--- src/rtl/core/cidt_pkg.sv ---
// Shared types and constants for the card ID table.
package cidt_pkg;

	// Defaults for the top-level parameters.
	localparam int ROOMS_DEF          = 16;
	localparam int SLOTS_PER_ROOM_DEF = 4;
	localparam int ID_BYTES_DEF       = 4;

	// Width of room numbers carried along the chain; covers up to 127 rooms plus "none".
	localparam int RoomFw = 7;

	typedef enum logic [1:0] {
		MODE_INSERT = 2'd0,
		MODE_MATCH  = 2'd1,
		MODE_CLEAR  = 2'd2
	} mode_t;

	typedef enum logic [2:0] {
		ST_STORED    = 3'd0,
		ST_REPLACED  = 3'd1,
		ST_DUPLICATE = 3'd2,
		ST_FOUND     = 3'd3,
		ST_NOT_FOUND = 3'd4,
		ST_CLEARED   = 3'd5,
		ST_BAD       = 3'd6
	} status_t;

	typedef enum logic {
		FSM_IDLE,
		FSM_RUN
	} fsm_t;

	// Operation token that walks the row of room cells.
	typedef struct packed {
		logic              valid;
		mode_t             mode;
		logic              done;
		status_t           status;
		logic [RoomFw-1:0] tgt;
		logic [RoomFw-1:0] found;
	} tok_t;

endpackage

--- src/rtl/core/cidt_cell.sv ---
// One room of the card table: its slots, the compare logic and one token stage.
module cidt_cell #(
	parameter int ROOM_IDX       = 0,
	parameter int SLOTS_PER_ROOM = cidt_pkg::SLOTS_PER_ROOM_DEF,
	parameter int ID_W           = 32
) (
	input  logic               clk,
	input  logic               arst_n,
	input  cidt_pkg::tok_t     tok_i,
	input  logic [ID_W-1:0]    id,
	output cidt_pkg::tok_t     tok_o
);
	import cidt_pkg::*;

	localparam int SlotW = (SLOTS_PER_ROOM > 1) ? $clog2(SLOTS_PER_ROOM) : 1;

	logic [ID_W-1:0]           slot_q [SLOTS_PER_ROOM];
	logic [SLOTS_PER_ROOM-1:0] hit;
	logic [SLOTS_PER_ROOM-1:0] empty;
	logic [SlotW-1:0]          first_empty;
	logic                      any_hit;
	logic                      has_empty;
	logic                      active;
	logic                      mine;
	tok_t                      tok_n;
	tok_t                      tok_q;

	always_comb begin
		for (int s = 0; s < SLOTS_PER_ROOM; s++) begin
			hit[s]   = (slot_q[s] == id);
			empty[s] = (slot_q[s] == '0);
		end
		// Scan downward so that the lowest empty slot wins.
		first_empty = '0;
		for (int s = SLOTS_PER_ROOM - 1; s >= 0; s--) begin
			if (empty[s]) begin
				first_empty = SlotW'(s);
			end
		end
	end

	assign any_hit   = |hit;
	assign has_empty = |empty;
	assign active    = tok_i.valid && !tok_i.done;
	assign mine      = active && (tok_i.tgt == RoomFw'(ROOM_IDX));

	always_comb begin
		tok_n = tok_i;
		if (active) begin
			unique case (tok_i.mode)
				MODE_INSERT: begin
					if (mine) begin
						tok_n.done = 1'b1;
						if (any_hit) begin
							tok_n.status = ST_DUPLICATE;
						end else if (has_empty) begin
							tok_n.status = ST_STORED;
						end else begin
							tok_n.status = ST_REPLACED;
						end
					end
				end
				MODE_MATCH: begin
					if (any_hit) begin
						tok_n.done   = 1'b1;
						tok_n.status = ST_FOUND;
						tok_n.found  = RoomFw'(ROOM_IDX);
					end
				end
				MODE_CLEAR: begin
					if (mine) begin
						tok_n.done   = 1'b1;
						tok_n.status = ST_CLEARED;
					end
				end
				default: begin
					tok_n = tok_i;
				end
			endcase
		end
	end

	always_ff @(posedge clk or negedge arst_n) begin
		if (!arst_n) begin
			tok_q <= '0;
			for (int s = 0; s < SLOTS_PER_ROOM; s++) begin
				slot_q[s] <= '0;
			end
		end else begin
			tok_q <= tok_n;
			if (mine && (tok_i.mode == MODE_INSERT) && !any_hit) begin
				if (has_empty) begin
					slot_q[first_empty] <= id;
				end else begin
					// Full room: drop the oldest slot and append at the end.
					for (int s = 0; s < SLOTS_PER_ROOM - 1; s++) begin
						slot_q[s] <= slot_q[s+1];
					end
					slot_q[SLOTS_PER_ROOM-1] <= id;
				end
			end else if (mine && (tok_i.mode == MODE_CLEAR)) begin
				for (int s = 0; s < SLOTS_PER_ROOM; s++) begin
					slot_q[s] <= '0;
				end
			end
		end
	end

	assign tok_o = tok_q;

endmodule

--- config.mk ---
export PLATFORM = sky130hd
export DESIGN_NAME = cidt_cell
export DESIGN_NICKNAME = d
export VERILOG_FILES = /design/src/rtl/core/cidt_pkg.sv /design/src/rtl/core/cidt_cell.sv
export SDC_FILE = /design/constraint.sdc
export NUM_CORES = 1
export LEC_CHECK = 0
export CAP_MARGIN = 20
export CORE_MARGIN = 4
export CORE_UTILIZATION = 65
export CTS_BUF_LIST = sky130_fd_sc_hd__clkbuf_2
export DETAILED_ROUTE_END_ITERATION = 7
export DONT_BUFFER_PORTS = 1
export PLACE_DENSITY = 0.78
export SYNTH_ARGS = -nofsm -noshare
export SYNTH_HDL_FRONTEND = slang
export SYNTH_SLANG_ARGS = --single-unit
--- constraint.sdc ---
create_clock -name clk -period 3.1 [get_ports clk]
set_clock_uncertainty 0.2 [all_clocks]
set_input_delay 0.465 -clock clk [delete_from_list [all_inputs] [get_ports clk]]
set_output_delay 0.465 -clock clk [all_outputs]
set_load 0.01 [all_outputs]
### After elaboration in Yosys (flattened, before gate mapping)

Index checks and enable logic that the tools add are counted.

* $lt $le $gt $ge: 2
* equal/unequal tests: 6
* muxes and demuxes: 19
* bitwise logic cells: 1
* reductions and logical operators: 17

Operators by type and width (count)
* $mux W128: 3
* $bwmux W128: 1
* $eq A32 B32 Y1: 4
* $logic_not A32 Y1: 4
* $demux W32 S2: 1
* $mux W32: 1
* $mux W18: 1
* $mux W7: 2
* $mux W4: 3
* $pmux W4 S3: 1
* $mux W2: 5
* $reduce_or A4 Y1: 2
* $logic_not A7 Y1: 1
* $logic_and A1 B1 Y1: 6
* $ge A3 B3 Y1 const B: 1
* $lt A3 B1 Y1 const B: 1
* $not A2 Y3: 1
* $eq A2 B1 Y1 const B: 1
* $eq A2 B2 Y1 const B: 1
* $logic_not A1 Y1: 2
* $logic_not A2 Y1: 1
* $reduce_bool A2 Y1: 1
* $mux W1: 1

* register bits: 149
* bits of input ports: 55
* output and inout bits: 21
* word-level logic and storage cells: 55

### Logic depth before layout (Yosys ltp)

* depth in word-level cells: 13
* depth in mapped cells: 9
* depth with buffers taken out: 6

### Worst setup path after synthesis

Ideal clock, no wire load.

* path kind: input port to flip-flop
* from: input port id[17]
* to: register slot_q[64] (netlist bit)
* library setup time: 126 ps
* data arrival time: 2129 ps
* required time: 2774 ps
* slack: 645 ps
* stages: 9
* buffers on the path: 3
* cells stage by stage: buf_2 xnor2_1 nand4_1 nor4_1 a22oi_2 and4_1 buf_2 buf_6 a221o_1

* longest elaborated chain between the ends: 5
* elaborated cells on any way between the ends: 9
* classes of those cells: eq/ne (4); mux (1); reduce/logical (4)

Ends and longest elaborated chain
* start, declared: RTL line cidt_cell.sv:10 `input logic [ID_W-1:0] id,`
* $eq A32 B32 Y1: RTL line cidt_cell.sv:30 `hit[s] = (slot_q[s] == id);`
* $reduce_or A4 Y1 *: RTL line cidt_cell.sv:42 `assign any_hit = |hit;`
* $logic_not A1 Y1 *: RTL line cidt_cell.sv:91 `if (mine && (tok_i.mode == MODE_INSERT) && !any_hit) begin`
* $logic_and A1 B1 Y1 *: RTL line cidt_cell.sv:91
* $mux W128 or $reduce_bool A2 Y1 (tied branches)
* end signal, assigned by index: RTL line cidt_cell.sv:93 `slot_q[first_empty] <= id;`
* end signal, assigned by index: RTL line cidt_cell.sv:97 `slot_q[s] <= slot_q[s+1];`
* end signal, assigned by index: RTL line cidt_cell.sv:99 `slot_q[SLOTS_PER_ROOM-1] <= id;`
* end, declared: RTL line cidt_cell.sv:17 `logic [ID_W-1:0] slot_q [SLOTS_PER_ROOM];`

Mark *: on every way between the ends. The rest lies on a longest branch, timed or not.
A chain may end at the register's enable or synchronous reset.

### Worst setup path in the final report

* from: register slot_q[22] (netlist bit)
* to: register slot_q[22] (netlist bit)

* longest elaborated chain between the ends: 13
* elaborated cells on any way between the ends: 20
* classes of those cells: order compare (2); eq/ne (1); mux (9); bitwise (1); reduce/logical (7)

Ends and longest elaborated chain
* $logic_not A32 Y1: RTL line cidt_cell.sv:31 `empty[s] = (slot_q[s] == '0);`
* $mux W2 (4 in a row): RTL line cidt_cell.sv:36 `if (empty[s]) begin`
* $not A2 Y3 (not written as such): RTL line cidt_cell.sv:93
* $ge A3 B3 Y1 (not written as such) or $lt A3 B1 Y1 (tied branches): RTL line cidt_cell.sv:93
* $logic_and A1 B1 Y1 (not written as such): RTL line cidt_cell.sv:93
* $mux W32 (not written as such): RTL line cidt_cell.sv:93
* $demux W32 S2: RTL line cidt_cell.sv:93
* $bwmux W128: RTL line cidt_cell.sv:93
* $mux W128: RTL line cidt_cell.sv:92 `if (has_empty) begin`
* $mux W128: RTL line cidt_cell.sv:91

Several ways; a longest one is shown, not always the timed one.

==> impl_results.md <==
* Largest family of logic cells by synthesized area: compound AO/OA/AOI/OAI gates
* Initial antenna violation count at 1
* Worst EP required at 3570 ps
* Number of global-route vias before repair at 7427
* Min-Delay Path Class: input port to async pin
* Inserted Clock Buffers at 17
* Multi-input gate area at 0.00433 sq mm
* Avg Inst Size Synth at 10.1 sq um
* Drt drc at 0
* Overall Power at 0.00344 W
* Seq/Total Area, Yosys at 43.6%
* Reg-to-Reg End: slot_q[22]
* Most common cell in the netlist: dfrtp_1
* Syn_nets at approximately 910
* CP Capture Type: register
* Dominant cell type by area after synthesis: dfrtp_1
* CTS Buffer Depth at 2
* Core area at 0.0128 sq mm
* Crit Path Max Fanout at 22
* Most used flip-flop cell after synthesis: dfrtp_1
* Detailed Route WL at 28.9 mm
* Critical Path, Cell by Cell: xnor2_1 > nand4_1 > nor4_1 > a22oi_2 > buf_4 > nand3_2 > buf_12 > mux2i_1
* Row cnt at 41
* Async SR Flop Fraction at 100%
* Final nets at 914
* Initial Util at approximately two thirds
* Sum Neg Setup Slack at 0 ps
* Critical path class: register to register
* Slew Limit Fails at 0
* Die X at 123 um
* Die area at 0.0151 sq mm
* First-pass GRT wire length at 44.5 mm
* CTS tree: done
* Max Cap Viol at 0
* Final setup violation count at 0
* Netlist cell types at 43
* EDFF count, synth at 0
* Clk sinks at 149
* ANT nets after route at 0
* Area contributors post-synth: dfrtp_1 (44%), xnor2_1 (13%), mux2i_1 (7.6%), a22oi_1 (5.7%), nand2_1 (4.3%)
* Max_slew headroom at 46.7%
* Clock Pin Slew Worst Setup and Hold Paths at 210 ps
* Post_cts resized at 0
* Number of synthesized register bits at roughly 150
* Failing checks: negative hold slack
* CTS Root Cell: clkbuf_2
* Synthesized-area fraction occupied by and/or/nand/nor cells at 12.7%
* 1st-iter DRT viols at ~1200
* Area grow syn2layout at 9.81%
* Critical path's largest stage delay at 570 ps
* Worst skew pair latency at ~740 ps
* Max IR drop VDD at approximately 0.00029 V
* Gr usage total at between 30 and 40%
* Post-layout minimum cycle time at 3020 ps
* PD cells at between 300 and 400 mW/mm^2
* Worst R2R Path Depth at 8
* Via count at roughly 7500
* DR vias/cell at 7.21
* F_max at about 0.33 GHz
* Xor/xnor cell area share of the yosys netlist at 13.1%
* Hold_ws at -814 ps
* R2r startpoint: slot_q[22]
* Buffers and inverters on the worst path at 2
* Routed len/inst at 27.7 um
* Layout cells sized above 1 at roughly 7.5%
* Hold Vio Cnt, Final at 149
* Synth Cell Area at 0.00856 sq mm
* Reg-to-reg slack, setup at 80 ps
* Die Height at 123 um
* Largest net degree at the start of global routing at 150
* Cell family with most CP delay: simple AND/OR/NAND/NOR gates
* Leading post-synthesis cells by instance count: dfrtp_1 (149), xnor2_1 (128), nand2_1 (97), a22oi_1 (65), mux2i_1 (65)
* Postcts setup bufs at 0
* Worst path arrival time at 3490 ps
* Kind of start point of the critical path: register
* Port buffer count at 0
* Top Ports at 76
* Fin crit share at between 90% and 100%
* Cells after Synth at between 800 and 900
* Post-synth top area share at 43.6%
* CP max-delay cell: nor4_1
* Grt total ovfl at 0
* # H-tree levels at 4
* GPL Wtd Cong at between 1 and 1.5
* Pleak at 4.14 nW
* Hold-fix buffers, CTS at 53
* Post-DP HPWL at roughly 18 mm
* Pre-antenna DRT Iters at 7
* Unrepaired setup endpoints after global routing: false
* Slew @ Worst Pin at 800 ps
* Fillcell total at 895
* Synth Area in Compound Gates at 16.6%
* Post-synthesis adder-cell area fraction at 0%
* Outcome: finished, violations left
* Reg area at between 0.003 and 0.004 sq mm
* Proportion of synthesized area in mux cells at 7.60%
* Yosys warns at 0
worst max path at each step:
stage	start	end	slack, ps	cells past startpoint
2_1_floorplan	id[17]	slot_q[64]	650	9
3_3_place_gp	slot_q[48]	slot_q[40]	300	7
3_5_place_dp	slot_q[48]	slot_q[53]	230	7
4_1_cts	slot_q[48]	slot_q[53]	200	7
5_1_grt	slot_q[48]	slot_q[62]	9	7
6_report	slot_q[22]	slot_q[22]	80	8
registers in the layout, summed over array words and instances, names as in the netlist:
signal / cells
tok_o: 21
slot_q: 128
cell usage in the layout (no fill, tap or decap), types with 17 or more instances in the layout:
cell type / Yosys / final
a221o_1: 31 / 31
a22oi_1: 65 / 65
a31oi_1: 33 / 32
buf_4: 3 / 17
clkbuf_2: 0 / 19
dfrtp_1: 149 / 149
dlygate4sd3_1: 0 / 53
inv_1: 33 / 33
mux2i_1: 65 / 65
nand2_1: 97 / 96
nand4_1: 41 / 41
nor4_1: 41 / 41
o2bb2ai_1: 33 / 33
xnor2_1: 128 / 128
per-layer routing:
metal  share of wire (%)  global-route usage, %
met5                   0                      0
met4                 3.8                   14.1
met3                  13                   12.1
met2                  46                   61.9
met1                  37                   53.5
through the flow:
| stage | instance area [sq um] | std cells | worst slack (ps) | util (%) |
|---|---|---|---|---|
| final | 9400 | 1044 | 84.4 | 73.6 |
| after global routing | 9400 | 1044 | 8.99 | 73.6 |
| after CTS | 9400 | 1043 | 199 | 73.6 |
| after detailed placement | 8680 | 959 | 232 | 68.0 |
| after global placement | 8680 | 959 | 298 | 68.0 |
| after floorplan | 8560 | 850 | 645 | - |
kinds of logic (layout without fill, tap and decap cells):
kind of cell	after synthesis	count (layout)
XOR/XNOR	128	128
flip-flops	149	149
buffers and inverters	121	142
AND/OR/NAND/NOR	211	211
multiplexers	65	65
AO/OA/AOI/OAI	176	176
other	0	1
power by group:
part	switching [W]	total, W	internal (W)
Combinational	0.000264	0.000475	0.000212
Clock	0.000699	0.000973	0.000274
Sequential	0.0000232	0.00199	0.00197
area by class of cell:
| class | instances | share of cell area [%] |
|---|---|---|
| multi-input combinational | 580 | 46.0 |
| tap | 172 | 2.29 |
| antenna | 1 | 0.0266 |
| clock buffer | 19 | 1.01 |
| inverter | 33 | 1.32 |
| timing repair buffer | 78 | 8.71 |
| sequential | 149 | 39.7 |
| clock inverter | 12 | 0.958 |
Power figures use the tool's default switching activity.
